## config.mk

```make
export PLATFORM = sky130hd
export DESIGN_NAME = thermistor_avg_table_lookup_top
export DESIGN_NICKNAME = d
export VERILOG_FILES = /design/src/thavg_pkg.sv /design/src/thavg_ctrl.sv /design/src/thavg_dp.sv /design/src/thermistor_avg_table_lookup_top.sv
export SDC_FILE = /design/constraint.sdc
export NUM_CORES = 1
export LEC_CHECK = 0
export BUFFER_PORTS_ARGS = -buffer_cell sky130_fd_sc_hd__buf_2
export CAP_MARGIN = 5
export CELL_PAD_IN_SITES_DETAIL_PLACEMENT = 0
export CELL_PAD_IN_SITES_GLOBAL_PLACEMENT = 2
export CORE_AREA = 2 2 184 222
export CTS_BUF_LIST = sky130_fd_sc_hd__clkbuf_4 sky130_fd_sc_hd__clkbuf_8 sky130_fd_sc_hd__clkbuf_16
export CTS_CLUSTER_SIZE = 10
export DETAILED_ROUTE_END_ITERATION = 8
export DIE_AREA = 0 0 186 224
export GPL_ROUTABILITY_DRIVEN = 1
export PLACE_DENSITY = 0.89
export REMOVE_ABC_BUFFERS = 1
export SYNTH_ARGS = -nofsm -noshare
export SYNTH_HDL_FRONTEND = slang
export SYNTH_SLANG_ARGS = --single-unit
```

## constraint.sdc

```tcl
create_clock -name clk_i -period 6.7 [get_ports clk_i]
set_input_delay 1.34 -clock clk_i [delete_from_list [all_inputs] [get_ports clk_i]]
set_output_delay 1.34 -clock clk_i [all_outputs]
set_load 0.02 [all_outputs]
```

## src/thavg_pkg.sv

```systemverilog
// Shared types, constants and the thermistor curve for the thermistor average lookup.
// Used by every module of the block; it depends on nothing else.
package thavg_pkg;

  localparam int unsigned SAMPLE_W       = 12;
  localparam int unsigned DEG_W          = 8;
  localparam int unsigned CURVE_W        = 13;
  localparam int unsigned STORED_ENTRIES = 235;
  localparam int unsigned IDX_W          = 8;
  localparam int unsigned MAX_HIST       = 16;
  localparam int unsigned IN_CHAN        = 2;
  localparam int unsigned ZERO_OFFSET    = 121;

  localparam int unsigned HISTORY_DEPTH_DEF = 8;
  localparam int unsigned TABLE_ENTRIES_DEF = 235;
  localparam int unsigned CHANNELS_DEF      = 2;

  typedef struct packed {
    logic [SAMPLE_W-1:0] sample_ch0;
    logic [SAMPLE_W-1:0] sample_ch1;
  } in_data_t;

  typedef struct packed {
    logic signed [DEG_W-1:0] degrees_ch0;
    logic signed [DEG_W-1:0] degrees_ch1;
  } out_data_t;

  typedef enum logic [1:0] {
    ST_IDLE,
    ST_WALK,
    ST_PUB
  } state_e;

  typedef struct packed {
    logic load;
    logic step;
    logic publish;
  } cmd_t;

  typedef struct packed {
    logic done;
  } status_t;

  // Converter reading for each table index, falling from full scale to zero.
  localparam logic [CURVE_W-1:0] NTC_CURVE [STORED_ENTRIES] = '{
    13'd4096, 13'd4077, 13'd4059, 13'd4041, 13'd4022, 13'd4004, 13'd3986, 13'd3967,
    13'd3949, 13'd3931, 13'd3912, 13'd3894, 13'd3876, 13'd3858, 13'd3840, 13'd3821,
    13'd3803, 13'd3785, 13'd3767, 13'd3749, 13'd3730, 13'd3712, 13'd3694, 13'd3675,
    13'd3658, 13'd3639, 13'd3621, 13'd3603, 13'd3585, 13'd3567, 13'd3548, 13'd3531,
    13'd3513, 13'd3494, 13'd3476, 13'd3458, 13'd3440, 13'd3422, 13'd3404, 13'd3386,
    13'd3368, 13'd3350, 13'd3332, 13'd3314, 13'd3296, 13'd3278, 13'd3260, 13'd3242,
    13'd3224, 13'd3206, 13'd3188, 13'd3170, 13'd3152, 13'd3134, 13'd3116, 13'd3099,
    13'd3081, 13'd3063, 13'd3045, 13'd3027, 13'd3009, 13'd2991, 13'd2973, 13'd2955,
    13'd2937, 13'd2920, 13'd2902, 13'd2884, 13'd2866, 13'd2848, 13'd2830, 13'd2812,
    13'd2795, 13'd2777, 13'd2759, 13'd2741, 13'd2724, 13'd2706, 13'd2688, 13'd2670,
    13'd2653, 13'd2635, 13'd2617, 13'd2599, 13'd2581, 13'd2564, 13'd2546, 13'd2528,
    13'd2510, 13'd2493, 13'd2475, 13'd2457, 13'd2440, 13'd2422, 13'd2405, 13'd2387,
    13'd2369, 13'd2351, 13'd2334, 13'd2316, 13'd2298, 13'd2281, 13'd2263, 13'd2245,
    13'd2228, 13'd2210, 13'd2193, 13'd2175, 13'd2157, 13'd2140, 13'd2122, 13'd2104,
    13'd2087, 13'd2069, 13'd2052, 13'd2034, 13'd2017, 13'd1999, 13'd1982, 13'd1964,
    13'd1947, 13'd1929, 13'd1929, 13'd1912, 13'd1894, 13'd1877, 13'd1859, 13'd1842,
    13'd1824, 13'd1807, 13'd1789, 13'd1772, 13'd1754, 13'd1737, 13'd1719, 13'd1702,
    13'd1684, 13'd1667, 13'd1649, 13'd1632, 13'd1614, 13'd1597, 13'd1580, 13'd1562,
    13'd1545, 13'd1527, 13'd1510, 13'd1493, 13'd1475, 13'd1458, 13'd1440, 13'd1423,
    13'd1405, 13'd1388, 13'd1371, 13'd1353, 13'd1336, 13'd1318, 13'd1301, 13'd1284,
    13'd1266, 13'd1249, 13'd1232, 13'd1214, 13'd1197, 13'd1180, 13'd1163, 13'd1145,
    13'd1128, 13'd1111, 13'd1093, 13'd1076, 13'd1059, 13'd1042, 13'd1024, 13'd1007,
    13'd990,  13'd973,  13'd955,  13'd938,  13'd921,  13'd903,  13'd886,  13'd869,
    13'd852,  13'd835,  13'd817,  13'd800,  13'd783,  13'd766,  13'd749,  13'd732,
    13'd714,  13'd697,  13'd680,  13'd663,  13'd646,  13'd629,  13'd611,  13'd594,
    13'd577,  13'd560,  13'd543,  13'd526,  13'd509,  13'd492,  13'd475,  13'd458,
    13'd441,  13'd423,  13'd406,  13'd389,  13'd372,  13'd355,  13'd338,  13'd321,
    13'd304,  13'd287,  13'd270,  13'd253,  13'd236,  13'd218,  13'd201,  13'd185,
    13'd168,  13'd151,  13'd134,  13'd117,  13'd100,  13'd83,   13'd65,   13'd49,
    13'd32,   13'd15,   13'd0
  };

endpackage

```

## src/thavg_ctrl.sv

```systemverilog
// Sequencer for the thermistor average lookup: accepts an item, runs the table walk
// and hands the result to the output register. Depends on thavg_pkg.
module thavg_ctrl import thavg_pkg::*; (
  input  logic    clk_i,
  input  logic    rst_ni,
  input  logic    in_valid_i,
  output logic    in_ready_o,
  output logic    out_valid_o,
  input  logic    out_ready_i,
  input  status_t status_i,
  output cmd_t    cmd_o
);

  state_e state_q, state_d;
  logic   out_valid_q, out_valid_d;

  always_ff @(posedge clk_i or negedge rst_ni) begin
    if (!rst_ni) begin
      state_q     <= ST_IDLE;
      out_valid_q <= 1'b0;
    end else begin
      state_q     <= state_d;
      out_valid_q <= out_valid_d;
    end
  end

  always_comb begin
    state_d     = state_q;
    cmd_o       = '0;
    in_ready_o  = 1'b0;
    out_valid_d = out_valid_q && !out_ready_i;
    unique case (state_q)
      ST_IDLE: begin
        in_ready_o = 1'b1;
        if (in_valid_i) begin
          cmd_o.load = 1'b1;
          state_d    = ST_WALK;
        end
      end
      ST_WALK: begin
        if (status_i.done) begin
          state_d = ST_PUB;
        end else begin
          cmd_o.step = 1'b1;
        end
      end
      ST_PUB: begin
        // The result moves on only once the output register is free.
        if (!out_valid_q || out_ready_i) begin
          cmd_o.publish = 1'b1;
          out_valid_d   = 1'b1;
          state_d       = ST_IDLE;
        end
      end
      default: state_d = ST_IDLE;
    endcase
  end

  assign out_valid_o = out_valid_q;

  a_pub_slot_free: assert property (@(posedge clk_i) disable iff (!rst_ni)
    cmd_o.publish |-> (!out_valid_q || out_ready_i))
    else $error("result written over a waiting result");

  a_load_starts_walk: assert property (@(posedge clk_i) disable iff (!rst_ni)
    cmd_o.load |=> (state_q == ST_WALK))
    else $error("accepted item did not start a walk");

  a_pub_shows_valid: assert property (@(posedge clk_i) disable iff (!rst_ni)
    cmd_o.publish |=> out_valid_o)
    else $error("published result not presented");

endmodule

```

## src/thavg_dp.sv

```systemverilog
// Datapath of the thermistor average lookup: per-channel history and running sum,
// table walk counter, per-channel match capture and the output register. Depends on thavg_pkg.
module thavg_dp import thavg_pkg::*; #(
  parameter int unsigned HISTORY_DEPTH = HISTORY_DEPTH_DEF,
  parameter int unsigned TABLE_ENTRIES = TABLE_ENTRIES_DEF,
  parameter int unsigned CHANNELS      = CHANNELS_DEF
) (
  input  logic      clk_i,
  input  logic      rst_ni,
  input  cmd_t      cmd_i,
  output status_t   status_o,
  input  in_data_t  in_data_i,
  output out_data_t out_data_o
);

  localparam int unsigned HistD = (HISTORY_DEPTH < 1) ? 1 :
                                  (HISTORY_DEPTH > MAX_HIST) ? MAX_HIST : HISTORY_DEPTH;
  localparam int unsigned Bound = (TABLE_ENTRIES < 1) ? 1 :
                                  (TABLE_ENTRIES > STORED_ENTRIES) ? STORED_ENTRIES :
                                  TABLE_ENTRIES;
  localparam int unsigned Lanes = (CHANNELS > IN_CHAN) ? IN_CHAN : CHANNELS;
  localparam int unsigned SumW  = $clog2(HistD * 4096);
  localparam int unsigned SumXW = SumW + 1;
  // Wide enough for the full-scale curve entry times the history depth.
  localparam int unsigned CmpW  = $clog2(HistD * 4096 + 1);

  logic [IDX_W-1:0]    k_q;
  logic                last;
  logic [CmpW-1:0]     thresh;
  logic [SAMPLE_W-1:0] sample [IN_CHAN];
  logic [IN_CHAN-1:0]  found;
  logic [DEG_W-1:0]    deg [IN_CHAN];
  out_data_t           out_q;

  assign sample[0] = in_data_i.sample_ch0;
  assign sample[1] = in_data_i.sample_ch1;

  assign last = (k_q == IDX_W'(Bound - 1));

  // floor(sum / depth) >= entry is the same test as sum >= entry * depth.
  assign thresh = CmpW'(NTC_CURVE[k_q]) * CmpW'(HistD);

  always_ff @(posedge clk_i or negedge rst_ni) begin
    if (!rst_ni) begin
      k_q <= '0;
    end else if (cmd_i.load) begin
      k_q <= '0;
    end else if (cmd_i.step) begin
      k_q <= k_q + IDX_W'(1);
    end
  end

  for (genvar l = 0; l < IN_CHAN; l++) begin : g_lane
    if (l < Lanes) begin : g_on
      logic [SAMPLE_W-1:0] hist_q [HistD];
      logic [SumW-1:0]     sum_q;
      logic [SumW-1:0]     sum_d;
      logic                found_q;
      logic [IDX_W-1:0]    idx_q;
      logic                hit;

      // The running sum drops the oldest sample as the new one comes in.
      assign sum_d = SumW'(SumXW'(sum_q) + SumXW'(sample[l]) - SumXW'(hist_q[HistD-1]));
      assign hit   = (CmpW'(sum_q) >= thresh);

      always_ff @(posedge clk_i or negedge rst_ni) begin
        if (!rst_ni) begin
          for (int i = 0; i < HistD; i++) begin
            hist_q[i] <= '0;
          end
          sum_q   <= '0;
          found_q <= 1'b0;
        end else if (cmd_i.load) begin
          for (int i = HistD - 1; i > 0; i--) begin
            hist_q[i] <= hist_q[i-1];
          end
          hist_q[0] <= sample[l];
          sum_q     <= sum_d;
          found_q   <= 1'b0;
        end else if (cmd_i.step && !found_q && (hit || last)) begin
          found_q <= 1'b1;
        end
      end

      // Without a match the walk saturates at the last usable entry.
      always_ff @(posedge clk_i) begin
        if (cmd_i.step && !found_q && (hit || last)) begin
          idx_q <= k_q;
        end
      end

      assign found[l] = found_q;
      assign deg[l]   = idx_q - DEG_W'(ZERO_OFFSET);
    end else begin : g_off
      assign found[l] = 1'b1;
      assign deg[l]   = '0;
    end
  end

  assign status_o.done = &found;

  always_ff @(posedge clk_i) begin
    if (cmd_i.publish) begin
      out_q.degrees_ch0 <= deg[0];
      out_q.degrees_ch1 <= deg[1];
    end
  end

  assign out_data_o = out_q;

  a_walk_in_bounds: assert property (@(posedge clk_i) disable iff (!rst_ni)
    cmd_i.step |-> (k_q <= IDX_W'(Bound - 1)))
    else $error("table walk ran past the last entry");

  a_load_not_step: assert property (@(posedge clk_i) disable iff (!rst_ni)
    !(cmd_i.load && cmd_i.step))
    else $error("load and step issued together");

  a_publish_after_done: assert property (@(posedge clk_i) disable iff (!rst_ni)
    cmd_i.publish |-> status_o.done)
    else $error("result published before every channel matched");

endmodule

```

## src/thermistor_avg_table_lookup_top.sv

```systemverilog
// Top level of the two-channel thermistor moving-average table lookup.
// Instantiates thavg_ctrl and thavg_dp; depends on thavg_pkg.
//
// Input channel: in_valid_i / in_ready_o with in_data_i carrying one 12-bit sample
// per thermistor channel. Output channel: out_valid_o / out_ready_i with out_data_o
// carrying one signed temperature in degrees per channel.
// Each channel keeps the last HISTORY_DEPTH samples (1 to 16) and a running sum of
// them. The floored mean is matched against the descending curve by a walk that tests
// one entry per cycle for both channels at once; the walk ends when every channel has
// matched, or at the last usable entry.
// How long one item occupies the block grows with the larger of the two matched
// indexes. in_ready_o is high only while no item is at work, so a new item is taken
// only once the last one has been published.
// A finished result sits in an output register; the next item is accepted while it
// waits. If the receiver still holds off when the following result is ready, the
// block waits in its publish state until the output register frees.
// Reset clears the histories and sums to zero and drops any pending result.
module thermistor_avg_table_lookup_top import thavg_pkg::*; #(
  parameter int unsigned HISTORY_DEPTH = HISTORY_DEPTH_DEF,
  parameter int unsigned TABLE_ENTRIES = TABLE_ENTRIES_DEF,
  parameter int unsigned CHANNELS      = CHANNELS_DEF
) (
  input  logic      clk_i,
  input  logic      rst_ni,
  input  logic      in_valid_i,
  output logic      in_ready_o,
  input  in_data_t  in_data_i,
  output logic      out_valid_o,
  input  logic      out_ready_i,
  output out_data_t out_data_o
);

  cmd_t    cmd;
  status_t status;

  thavg_ctrl u_ctrl (
    .clk_i       (clk_i),
    .rst_ni      (rst_ni),
    .in_valid_i  (in_valid_i),
    .in_ready_o  (in_ready_o),
    .out_valid_o (out_valid_o),
    .out_ready_i (out_ready_i),
    .status_i    (status),
    .cmd_o       (cmd)
  );

  thavg_dp #(
    .HISTORY_DEPTH (HISTORY_DEPTH),
    .TABLE_ENTRIES (TABLE_ENTRIES),
    .CHANNELS      (CHANNELS)
  ) u_dp (
    .clk_i      (clk_i),
    .rst_ni     (rst_ni),
    .cmd_i      (cmd),
    .status_o   (status),
    .in_data_i  (in_data_i),
    .out_data_o (out_data_o)
  );

endmodule
```

After elaboration in Yosys (flattened, before gate mapping)
Memory sizes are Yosys's and may differ from the RTL's.
Cells that the tools add are included.
{"block": "classes", "magnitude_cmp": 3, "n_bitwise": 1, "eq_ne": 6, "mux": 21, "n_addsub": 7, "reduce_logical": 18}
{"op": "$ge 15x16->1", "count": 2}
{"op": "$add 15x12->15", "count": 2}
{"op": "$sub 15x12->15", "count": 2}
{"op": "$mux 13", "count": 2}
{"op": "$mux 8", "count": 2}
{"op": "$sub 8x7->8 const B", "count": 2}
{"op": "$mux 1", "count": 13}
{"op": "$ge 9x9->1 const B", "count": 1}
{"op": "$not 8->9", "count": 1}
{"op": "$add 8x1->8 const B", "count": 1}
{"op": "$eq 8x8->1 const B", "count": 1}
{"op": "$mux 2", "count": 3}
{"op": "$pmux 2 s3", "count": 1}
{"op": "$reduce_bool 2->1", "count": 3}
{"op": "$logic_and 1x1->1", "count": 5}
{"op": "$logic_not 1->1", "count": 4}
{"op": "$ne 2x2->1 const B", "count": 2}
{"op": "$logic_or 1x1->1", "count": 3}
{"op": "$reduce_and 3->1", "count": 1}
{"op": "$eq 2x1->1 const B", "count": 1}
{"op": "$eq 2x2->1 const B", "count": 1}
{"op": "$logic_not 2->1", "count": 1}
{"op": "$ne 2x1->1 const B", "count": 1}
{"op": "$reduce_and 2->1", "count": 1}
{"block": "word_totals", "memories": 1, "regBits": 267, "romBits": 3328, "elab_cells": 84}
{"name": "(name not given)", "depth": 256, "width": 13, "rd": 1, "rd_clocked_by_memory_dff": 0, "wr": 0, "line": "thavg_dp.sv:41", "text": "assign thresh = CmpW'(NTC_CURVE[k_q]) * CmpW'(HistD);"}

Logic depth before layout (Yosys ltp)
Gate-level depths: netlist (run 1).
{"block": "depth", "ltp_word": 9, "mapped_depth": 21}

Hierarchy
From an unflattened synthesis (run 1), not the netlist that was laid out.
{"block": "hier_totals", "hier_cells": 1465, "hier_area_um2": 15542.4}
{"mod": "thavg_dp", "instances": 1, "area_per_inst_um2": 15397.3, "cells_per_inst": 1450}
{"mod": "thavg_ctrl", "instances": 1, "area_per_inst_um2": 145.1, "cells_per_inst": 15}

Least setup slack after synthesis (run 1)
No wires, ideal clock.
{"block": "synth_timing", "path_type": "flip-flop to flip-flop", "startpoint": "register u_dp.k_q[1]", "endpoint": "register u_dp.g_lane[1].g_on.idx_q[0], enable pin", "arrival_ps": 4303, "setup_ps": 375, "required_ps": 6325, "path_stages_with_launch": 19, "path_slack_ps": 2022, "path_cell_list": "dfrtp_1 > clkbuf_1 > inv_1 > ha_1 > buf_2 > or3_1 > a311o_1 > a311oi_1 > a211oi_1 > a311o_1 > ha_1 > inv_1 > o41ai_1 > a21o_1 > a21oi_1 > a31oi_1 > o21a_1 > o211ai_1 > a21oi_1"}
{"block": "synth_between", "elab_chain_len": 7, "word_cells_on_any_way": 8}
{"item": "start: declaration", "line": "thavg_dp.sv:27", "text": "logic [IDX_W-1:0] k_q;"}
{"item": "start signal: assignment", "line": "thavg_dp.sv:49", "text": "k_q <= k_q + IDX_W'(1);"}
{"item": "$not 8->9 (not written as such)", "line": "thavg_dp.sv:41"}
{"item": "$mem_v2 256x13"}
{"item": "$mux 13 (not written as such) (2 in series)", "line": "thavg_dp.sv:41"}
{"item": "$ge 15x16->1", "line": "thavg_dp.sv:64", "text": "assign hit = (CmpW'(sum_q) >= thresh);"}
{"item": "$logic_or 1x1->1 (*)", "line": "thavg_dp.sv:87", "text": "if (cmd_i.step && !found_q && (hit || last)) begin"}
{"item": "$logic_and 1x1->1 (*)", "line": "thavg_dp.sv:87"}
{"item": "end signal: assignment", "line": "thavg_dp.sv:88", "text": "idx_q <= k_q;"}
{"item": "end: declaration", "line": "thavg_dp.sv:59", "text": "logic [IDX_W-1:0] idx_q;"}
Mark *: on every way between the ends. The rest lies on a longest branch, timed or not. The select of a mux whose other input is x is not followed.
A chain may end at the register's enable or synchronous reset.

Worst setup path after layout (run 1)
{"block": "layout_timing", "startpoint": "register u_dp.k_q[2]", "endpoint": "register u_dp.g_lane[1].g_on.idx_q[4], enable pin"}
The elaborated chain is that of the path after synthesis.

==> results of run 1 <==
[Yosys cell counts (all sizes together) (7+ instances only)]
master  number
a31oi       15
nor2        77
o311ai      14
or2          7
a311oi       8
fa          24
inv        119
o31ai        9
or3         11
nand2b      29
ha          72
o22ai       13
nor3        23
dfrtp      235
nand3       19
and3         8
nor2b       10
nand2      627
a21o         9
edfxtp      32
o211ai      18
a211oi      15
buf         34
o21ai      114
xnor2       25
clkbuf      74
a21oi       79
xor2        15
[area by class of cell]
class	count	area, sq um
Clock buffer	46	983
Clock inverter	4	26.3
Fill cell	3931	22700
Inverter	121	454
Multi-Input combinational cell	1321	7480
Sequential cell	267	6850
Tap cell	533	667
Timing Repair Buffer	63	408
[report_power, final]
group | switching, mW | leakage [nW] | internal, mW | total [mW]
clock | 0.660 | 0.505 | 1.02 | 1.68
sequential | 0.365 | 3.36 | 2.24 | 2.61
combinational | 2.31 | 4.39 | 1.49 | 3.80
[path summary, 6_finish.rpt]
check,startpoint,to,slack [ps],depth (start not counted)
hold / removal,u_dp.g_lane[0].g_on.hist_q[56],u_dp.g_lane[0].g_on.hist_q[44],450,2
setup / recovery,u_dp.k_q[2],u_dp.g_lane[1].g_on.idx_q[4],1470,16
hold reg to reg,u_dp.g_lane[0].g_on.hist_q[56],u_dp.g_lane[0].g_on.hist_q[44],450,2
min in group asynchronous,rst_ni,u_dp.g_lane[1].g_on.hist_q[41],770,1
setup reg to reg,u_dp.k_q[2],u_dp.g_lane[1].g_on.idx_q[4],1470,16
max in group asynchronous,rst_ni,u_dp.g_lane[0].g_on.sum_q[8],4630,2
[tightest hold or removal path: stages, from the launching register on]
cell and delay (ps):
dfrtp_1 340, nand2_1 50, nand2_1 50
[state kept, by name, summed over array words and instances (netlist names)]
signal	flops
u_ctrl.out_valid_o	1
u_ctrl.state_q	2
u_dp.g_lane.g_on.found_q	2
u_dp.g_lane.g_on.hist_q	192
u_dp.g_lane.g_on.idx_q	16
u_dp.g_lane.g_on.sum_q	30
u_dp.k_q	8
u_dp.out_data_o	16
[through the flow]
stage,cells,util,setup WS [ps]
after floorplan,1709,-,-83.4
after global placement,2305,0.401,1670
after detailed placement,2305,0.401,1570
after CTS,2355,0.427,1510
after global routing,2355,0.427,1130
final,2355,0.427,1470
[layer usage]
layer / share of wire / GRT usage / wire, microns
met4: 0.039 / 0.0815 / 1460
met1: 0.43 / 0.235 / 16000
met2: 0.49 / 0.301 / 18100
met5: 0 / 0 / 0
met3: 0.046 / 0.0276 / 1720
[kinds of logic after synthesis]
family,Yosys count,synth area share
flip-flops,267,0.448
AND/OR/NAND/NOR,829,0.223
AO/OA/AOI/OAI,348,0.148
buffers and inverters,229,0.0626
multiplexers,6,0.00401
adder cells (fa/ha/maj),98,0.0919
XOR/XNOR,40,0.0229
==> impl_metrics.tcl, run 1 <==
set metrics [dict create \
    status "complete, no violations" \
    area_growth_pct 10.5 \
    die-area_sq_um 41700 \
    p_total_mw 8.08 \
    fin_crit_sh 0.780 \
    ys_seq_area_frac 0.448 \
    tritoncts "built" \
    clock-sinks 267 \
    tightest_slew_ps 1200 \
    path_cells "inv_2 -> nand2_1 -> a21oi_1 -> a311o_1 -> a311oi_1 -> a211oi_1 -> a311o_1 -> ha_1 -> inv_1 -> o41ai_1 -> a21o_1 -> a21oi_1 -> a31oi_1 -> o21a_1 -> o211ai_1 -> a21oi_1" \
    setup_viol 0 \
    crit_type "reg2reg" \
    syn_inst 1817 \
    crit_family "compound AO/OA/AOI/OAI gates" \
    ys_warn_count 0 \
    final_layout_size_suffix_gt1_frac 0.0779 \
    die_y_microns 224 \
    cp_max_fo 50 \
    drt-initial-drc-count 886 \
    start_util 0.386 \
    fin_nets 1932 \
    syn_area_sq_um 15300 \
    startpoint_type "register" \
    relSlewSlack 0.195 \
    peakVddDrop_mv 0.297 \
    fp-row-count 80 \
    critPathBufInv 2 \
    rsz0062_at_grt "false" \
    cts_made_buffers 34 \
    final_cell_mix "624 x nand2_1, 233 x dfrtp_1, 117 x inv_1" \
    clkLatencyLatePin_ps 510 \
    dr.pass1.iters 7 \
    end_kind "register" \
    drt_drc_violations_left 0 \
    num_vias 12200 \
    maxSlewViolCount 0 \
    ys.flop_type "dfrtp_1" \
    io_pins 46 \
    setup_tns_ps 0 \
    die_w_microns 186 \
    n_antenna_cell 0 \
    wl_per_cell_microns 15.8 \
    synth_async_sr_flop_share 0.880 \
    grt_pass1_vias 11600 \
    power_density_nw_per_um2 479 \
    final_common_cell "nand2_1" \
    fin_hold_ws_ps 454 \
    cts-root-buf "clkbuf_16" \
    cts_buffer_depth 3 \
    io_buffers 45 \
    vias_per_cell 5.20 \
    hold_viol_final 0 \
    postLayoutCellArea_sq_um 16900 \
    skew_ps 17.5 \
    cts_max_level 2 \
    clkSlewWorstSetupHoldPaths_ps 60 \
    synth.area.top_cells "dfrtp_1 39%, nand2_1 15%, edfxtp_1 6.3%" \
    synth_cell_types 83 \
    grt.overflow.total 0 \
    placed_cell_area_sq_um 15900 \
    yosysTopAreaCellShare 0.385 \
    post_cts_resized 0 \
    max_clock_freq_ghz 0.191 \
    ant_nets 0 \
    worst-endpoint-arrival_ps 5360 \
    maxCapViolations 0 \
    antenna_found_initial 0 \
    track_usage 0.182 \
    cp.required_ps 6840 \
    finalWeightedCongestion 0.887 \
    power.leakage_nw 8.26 \
    grt_max_degree 212 \
    dp_hpwl_mm 24.3 \
    hold_buffers 0 \
    post_cts_buffers 0 \
    postSynthAreaPerCell_sq_um 8.41 \
    min_period_ps 5230 \
    synth_seq_cells 267 \
    synth-edff-count 32 \
    synth_top_cell_by_area "dfrtp_1" \
    grt_pass1_wl_mm 61.1 \
    worstHoldPathType "reg2reg" \
    slowest_stage "dfrtp_2" \
    coreArea_sq_um 39500 \
    slowest_delay_ps 920 \
    crit_top_cell "a21oi_1" \
    drt-total-wl_mm 37.3 \
]
No activity file was read; power rests on OpenSTA's default activity.
==> inputs of run 2 (changes only) <==
--- a/config.mk
+++ b/config.mk
@@ -5,17 +5,18 @@
 export SDC_FILE = /design/constraint.sdc
 export NUM_CORES = 1
 export LEC_CHECK = 0
+export ABC_AREA = 1
 export BUFFER_PORTS_ARGS = -buffer_cell sky130_fd_sc_hd__buf_2
 export CAP_MARGIN = 5
 export CELL_PAD_IN_SITES_DETAIL_PLACEMENT = 0
 export CELL_PAD_IN_SITES_GLOBAL_PLACEMENT = 2
-export CORE_AREA = 2 2 184 222
+export CORE_AREA = 2 2 196 237
 export CTS_BUF_LIST = sky130_fd_sc_hd__clkbuf_4 sky130_fd_sc_hd__clkbuf_8 sky130_fd_sc_hd__clkbuf_16
 export CTS_CLUSTER_SIZE = 10
 export DETAILED_ROUTE_END_ITERATION = 8
-export DIE_AREA = 0 0 186 224
+export DIE_AREA = 0 0 198 239
 export GPL_ROUTABILITY_DRIVEN = 1
-export PLACE_DENSITY = 0.89
+export PLACE_DENSITY = 0.84
 export REMOVE_ABC_BUFFERS = 1
 export SYNTH_ARGS = -nofsm -noshare
 export SYNTH_HDL_FRONTEND = slang
==> constraint.sdc (replaced) <==
create_clock -name clk_i -period 4.2 [get_ports clk_i]
set_input_delay 0.84 -clock clk_i [delete_from_list [all_inputs] [get_ports clk_i]]
set_output_delay 0.84 -clock clk_i [all_outputs]
set_load 0.02 [all_outputs]
==> impl_metrics.tcl, run 2 <==
set metrics [dict create \
    status "complete, no violations" \
    synth_seq_cells 267 \
    power_density_nw_per_um2 796 \
    synth-simple-area-share 0.264 \
    grt_max_degree 206 \
    ys_warn_count 0 \
    grt_use_met3 0.0255 \
    dr.pass1.iters 5 \
    synth_async_sr_flop_share 0.880 \
    power.leakage_nw 9.01 \
    largest_register_ffs 192 \
    synth_common_cells "778 x nand2_1, 235 x dfrtp_1, 190 x inv_1, 104 x o21ai_0, 87 x a21oi_1" \
    fin_ws_ps 248 \
    coreArea_sq_um 45300 \
    end_kind "register" \
    dp_hpwl_mm 29.4 \
    start_util 0.334 \
    relSlewSlack 0.337 \
    synth_xor_area_frac 0.0145 \
    synth_compound_area_frac 0.102 \
    setup_viol 0 \
    preCtsSetupSlack_ps 105 \
    clock-sinks 267 \
    io_pins 46 \
    io_buffers 45 \
    die_w_microns 198 \
    drt-initial-drc-count 750 \
    cts_made_buffers 34 \
    n_antenna_cell 0 \
    vias_per_cell 4.85 \
    cts_max_level 2 \
    synth.area.top_cells "dfrtp_1 39%, nand2_1 19%, edfxtp_1 6.3%" \
    track_usage 0.184 \
    worst-endpoint-arrival_ps 4240 \
    grt_pass1_vias 12700 \
    rsz0062_at_grt "false" \
    top_regs "u_dp.g_lane.g_on.hist_q: 192 flops, u_dp.g_lane.g_on.sum_q: 30 flops" \
    fin_nets 2096 \
    min_period_ps 3950 \
    synth.most_common_cell "nand2_1" \
    synth-edff-count 32 \
    hold_viol_final 0 \
    maxCapViolations 0 \
    synth_top_cell_by_area "dfrtp_1" \
    crit_type "reg2reg" \
    grt_pass1_wl_mm 68.3 \
    p_total_mw 13.8 \
    synth_top_family_by_area "simple AND/OR/NAND/NOR gates" \
    syn_area_sq_um 15200 \
    antenna_found_initial 0 \
    post_cts_buffers 0 \
    grt.overflow.total 0 \
    fin_util 0.382 \
    area_growth_pct 14.1 \
    tritoncts "built" \
    hold_buffers 0 \
    cp_max_fo 8 \
    wl_per_cell_microns 16.2 \
    fin_crit_sh 0.941 \
    fp-row-count 86 \
    synthAdderAreaFrac 0.0912 \
    synth_cell_types 54 \
    die_y_microns 239 \
    synth.area.mux_share 0 \
    drt_drc_violations_left 0 \
    ys.flop_type "dfrtp_1" \
    drt-total-wl_mm 42.1 \
    maxSlewViolCount 0 \
    grtUsageMet1 0.223 \
    yosysTopAreaCellShare 0.388 \
    postSynthAreaPerCell_sq_um 7.86 \
    num_vias 12600 \
    busiest_layer "met2" \
    ys_seq_area_frac 0.452 \
    clkLatencyLatePin_ps 530 \
    finalWeightedCongestion 0.917 \
    tightest_slew_ps 995 \
    grt_use_met2 0.322 \
    num-fill-cells 4756 \
    max_clock_freq_ghz 0.253 \
    placedCellCount 2552 \
    die-area_sq_um 47300 \
    clkSlewWorstSetupHoldPaths_ps 60 \
    regMostFlops "u_dp.g_lane.g_on.hist_q" \
    peakVddDrop_mv 0.377 \
    ant_nets 0 \
    skew_ps 30.7 \
    final_cell_mix "777 x nand2_1, 235 x dfrtp_1, 189 x inv_1" \
    startpoint_type "register" \
    final_common_cell "nand2_1" \
    cts-root-buf "clkbuf_16" \
    fin_cells 2599 \
    syn_inst 1927 \
    cts_buffer_depth 3 \
    final_layout_size_suffix_gt1_frac 0.0993 \
    cp.required_ps 4490 \
    worstHoldPathType "in2async" \
]
## run 2: area by class of cell
class                           count  area [sq um]  area share
Sequential cell                   267          6840       0.396
Clock buffer                       43           943      0.0546
Inverter                          203           769      0.0445
Tap cell                          616           771      0.0446
Multi-Input combinational cell   1377          7240       0.418
Timing Repair Buffer               89           673      0.0389
Clock inverter                      4          60.1     0.00347
## run 2: routing by layer
| metal | vias up | wire length, microns |
|---|---|---|
| met1 | 5981 | 17700 |
| met4 | 0 | 1870 |
| li1 | 6229 | - |
| met3 | 107 | 1590 |
| met5 | - | 0 |
| met2 | 285 | 20900 |
## run 2: report_power, final
| part | internal, mW | total (mW) | switching [mW] | leakage, nW |
|---|---|---|---|---|
| Clock | 1.63 | 2.69 | 1.06 | 0.500 |
| Combinational | 2.47 | 6.85 | 4.38 | 5.16 |
| Sequential | 3.66 | 4.23 | 0.565 | 3.35 |
| Total | 7.76 | 13.8 | 6.01 | 9.01 |
## run 2: worst paths after layout
| path | end | slack (ps) | cells after the start | from |
|---|---|---|---|---|
| max in group asynchronous | u_dp.g_lane[1].g_on.hist_q[53] | 2910 | 2 | rst_ni |
| min | u_dp.k_q[1] | 300 | 1 | rst_ni |
| max reg2reg | u_dp.g_lane[0].g_on.idx_q[4] | 250 | 23 | u_dp.k_q[0] |
| min in group clk_i | u_dp.g_lane[0].g_on.hist_q[53] | 470 | 2 | u_dp.g_lane[0].g_on.hist_q[53] |
| max | u_dp.g_lane[0].g_on.idx_q[4] | 250 | 23 | u_dp.k_q[0] |
| min reg2reg | u_dp.g_lane[0].g_on.hist_q[53] | 470 | 2 | u_dp.g_lane[0].g_on.hist_q[53] |
## run 2: critical path, cell delays in order, from the launching register on
cell	delay [ps]
dfrtp_1	390
inv_1	150
buf_4	200
ha_1	220
inv_1	130
nand2_2	160
inv_1	70
o21ai_0	240
nand3_1	120
a211o_1	280
o21ai_2	180
o31ai_2	160
ha_1	310
a21oi_1	150
o21ai_1	80
o21ai_0	160
inv_1	50
nand2_1	60
nand2_1	50
nand2_1	50
nand3_1	150
nand2_1	120
inv_1	80
buf_12	140
## run 2: cells by family after synthesis
| logic type | Yosys count |
|---|---|
| AOI/OAI and AO/OA | 273 |
| xor gates and xnor gates | 25 |
| adders and majority gates | 96 |
| buffers and inverters | 283 |
| DFF | 267 |
| and+or+nand+nor | 983 |
## run 2: per-stage QoR
| stage | setup TNS (ps) | hold slack [ps] | instance area (sq um) |
|---|---|---|---|
| final | 0 | 303 | 17300 |
| after global routing | 0 | 332 | 17300 |
| after CTS | 0 | 304 | 17200 |
| after detailed placement | 0 | 458 | 16200 |
| after global placement | 0 | 453 | 16200 |
| after floorplan | -1819850 | 442 | 14800 |
## run 2: repair_timing
action / CTS / global route
setup endpoints to repair: 0 / 18
resized for setup: 0 / 22
hold endpoints to repair: 0 / 0
==> inputs of run 3 (changes only) <==
--- a/config.mk
+++ b/config.mk
@@ -7,7 +7,7 @@
 export LEC_CHECK = 0
 export ABC_AREA = 1
 export BUFFER_PORTS_ARGS = -buffer_cell sky130_fd_sc_hd__buf_2
-export CAP_MARGIN = 5
+export CAP_MARGIN = 20
 export CELL_PAD_IN_SITES_DETAIL_PLACEMENT = 0
 export CELL_PAD_IN_SITES_GLOBAL_PLACEMENT = 2
 export CORE_AREA = 2 2 196 237
@@ -16,7 +16,7 @@
 export DETAILED_ROUTE_END_ITERATION = 8
 export DIE_AREA = 0 0 198 239
 export GPL_ROUTABILITY_DRIVEN = 1
-export PLACE_DENSITY = 0.84
+export PLACE_DENSITY = 0.85
 export REMOVE_ABC_BUFFERS = 1
 export SYNTH_ARGS = -nofsm -noshare
 export SYNTH_HDL_FRONTEND = slang
==> impl_metrics.tcl, run 3 (synthesized netlist as in run 2, its figures left out) <==
set metrics [dict create \
    status "complete, no violations" \
    p_total_mw 13.8 \
    n_antenna_cell 0 \
    io_pins 46 \
    cts_made_buffers 34 \
    largest_register_ffs 192 \
    num-fill-cells 4719 \
    cts_max_level 2 \
    end_kind "register" \
    min_period_ps 3870 \
    finalWeightedCongestion 0.931 \
    regMostFlops "u_dp.g_lane.g_on.hist_q" \
    fp-row-count 86 \
    drt-total-wl_mm 41.6 \
    die-area_sq_um 47300 \
    peakVddDrop_mv 0.363 \
    worst-endpoint-arrival_ps 4100 \
    coreArea_sq_um 45300 \
    maxCapViolations 0 \
    worstHoldPathType "in2async" \
    grt.overflow.total 0 \
    io_buffers 45 \
    hold_buffers 0 \
    antenna_found_initial 0 \
    clock-sinks 267 \
    die_w_microns 198 \
    cts-root-buf "clkbuf_16" \
    track_usage 0.183 \
    final_common_cell "nand2_1" \
    rsz0062_at_grt "false" \
    fin_util 0.382 \
    final_cell_mix "778 x nand2_1, 235 x dfrtp_1, 188 x inv_1" \
    drt_drc_violations_left 0 \
    hold_viol_final 0 \
    top_regs "u_dp.g_lane.g_on.hist_q: 192 flops, u_dp.g_lane.g_on.sum_q: 30 flops" \
    relSlewSlack 0.338 \
    dp_hpwl_mm 29.3 \
    crit_type "reg2reg" \
    start_util 0.334 \
    startpoint_type "register" \
    fin_crit_sh 0.921 \
    num_vias 12600 \
    maxSlewViolCount 0 \
    final_layout_size_suffix_gt1_frac 0.0999 \
    fin_nets 2102 \
    post_cts_buffers 0 \
    grt_max_degree 206 \
    power_density_nw_per_um2 796 \
    setup_viol 0 \
    grt_pass1_wl_mm 67.8 \
    tightest_slew_ps 993 \
    wl_per_cell_microns 15.9 \
    drt-initial-drc-count 723 \
    clkLatencyLatePin_ps 540 \
    grt_pass1_vias 12500 \
    area_growth_pct 14.1 \
    cp.required_ps 4430 \
    power.leakage_nw 9.03 \
    vias_per_cell 4.81 \
    dr.pass1.iters 5 \
    die_y_microns 239 \
    cts_buffer_depth 3 \
    cp_max_fo 9 \
    max_clock_freq_ghz 0.258 \
    skew_ps 20.4 \
    tritoncts "built" \
    clkSlewWorstSetupHoldPaths_ps 60 \
    ant_nets 0 \
]
run 3: changes by cell type in the layout (fill, tap and decap cells not counted), sizes merged:
cell,delta
clkbuf,+1
clkinv,-1
buf,+6
clkinvlp,+1
inv,+2
run 3: layout make-up:
cell class | count | area, sq um | area share
multi-input combinational | 1377 | 7180 | 0.415
sequential | 267 | 6840 | 0.396
clock buffer | 44 | 951 | 0.0550
tap | 616 | 771 | 0.0446
inverter | 203 | 769 | 0.0445
timing repair buffer | 95 | 702 | 0.0406
clock inverter | 6 | 76.3 | 0.00441
run 3: critical path, stage by stage (launching register included):
cell and delay (ps):
dfrtp_1 360, inv_1 80, ha_1 300, nand2_8 160
inv_2 60, o21ai_1 320, o211ai_1 240, nand2_1 100
o21ai_0 80, nor3_1 160, o221ai_1 310, ha_1 390
inv_1 30, o21ai_0 190, nand2_1 70, nand3_1 80
nand2_1 50, nand2_1 50, nand2_1 40, nand3_1 160
nand2_1 140, inv_2 170
run 3: routing by layer:
layer | vias up | share of wire | GRT usage
met5 | - | 0 | 0
met4 | 0 | 0.040 | 0.0786
met3 | 89 | 0.036 | 0.0267
met2 | 258 | 0.50 | 0.321
met1 | 5951 | 0.43 | 0.224
li1 | 6257 | - | -
run 3: through the flow:
stage	instances	area (sq um)	setup TNS (ps)	hold slack [ps]	worst slack [ps]
2_1_floorplan	1847	14800	-1819850	442	-8610
3_3_place_gp	2558	16200	0	453	81.0
3_5_place_dp	2558	16200	0	458	17.4
4_1_cts	2608	17300	0	216	66.3
5_1_grt	2608	17300	0	238	7.01
6_report	2608	17300	0	220	330
run 3: path summary, 6_finish.rpt:
| path | end | from | slack, ps | depth (start not counted) |
|---|---|---|---|---|
| max reg2reg | u_dp.g_lane[0].g_on.idx_q[6] | u_dp.k_q[1] | 330 | 21 |
| min in group clk_i | u_dp.g_lane[1].g_on.hist_q[30] | u_dp.g_lane[1].g_on.hist_q[42] | 460 | 2 |
| min reg2reg | u_dp.g_lane[1].g_on.hist_q[30] | u_dp.g_lane[1].g_on.hist_q[42] | 460 | 2 |
| max | u_dp.g_lane[0].g_on.idx_q[6] | u_dp.k_q[1] | 330 | 21 |
| max in group asynchronous | u_dp.g_lane[1].g_on.hist_q[60] | rst_ni | 3090 | 2 |
| min | u_dp.g_lane[0].g_on.hist_q[71] | rst_ni | 220 | 1 |
run 3: where the power goes:
part           total (mW)  switching [mW]  internal [mW]
clock                2.72            1.07           1.64
combinational        6.82            4.36           2.46
sequential           4.22           0.555           3.66
total                13.8            5.99           7.76
run 3: repair_timing:
item	4_1_cts	5_1_grt
cloned	0	0
resized for setup	1	10
pin swaps	0	1
endpoints found under the setup margin	4	17
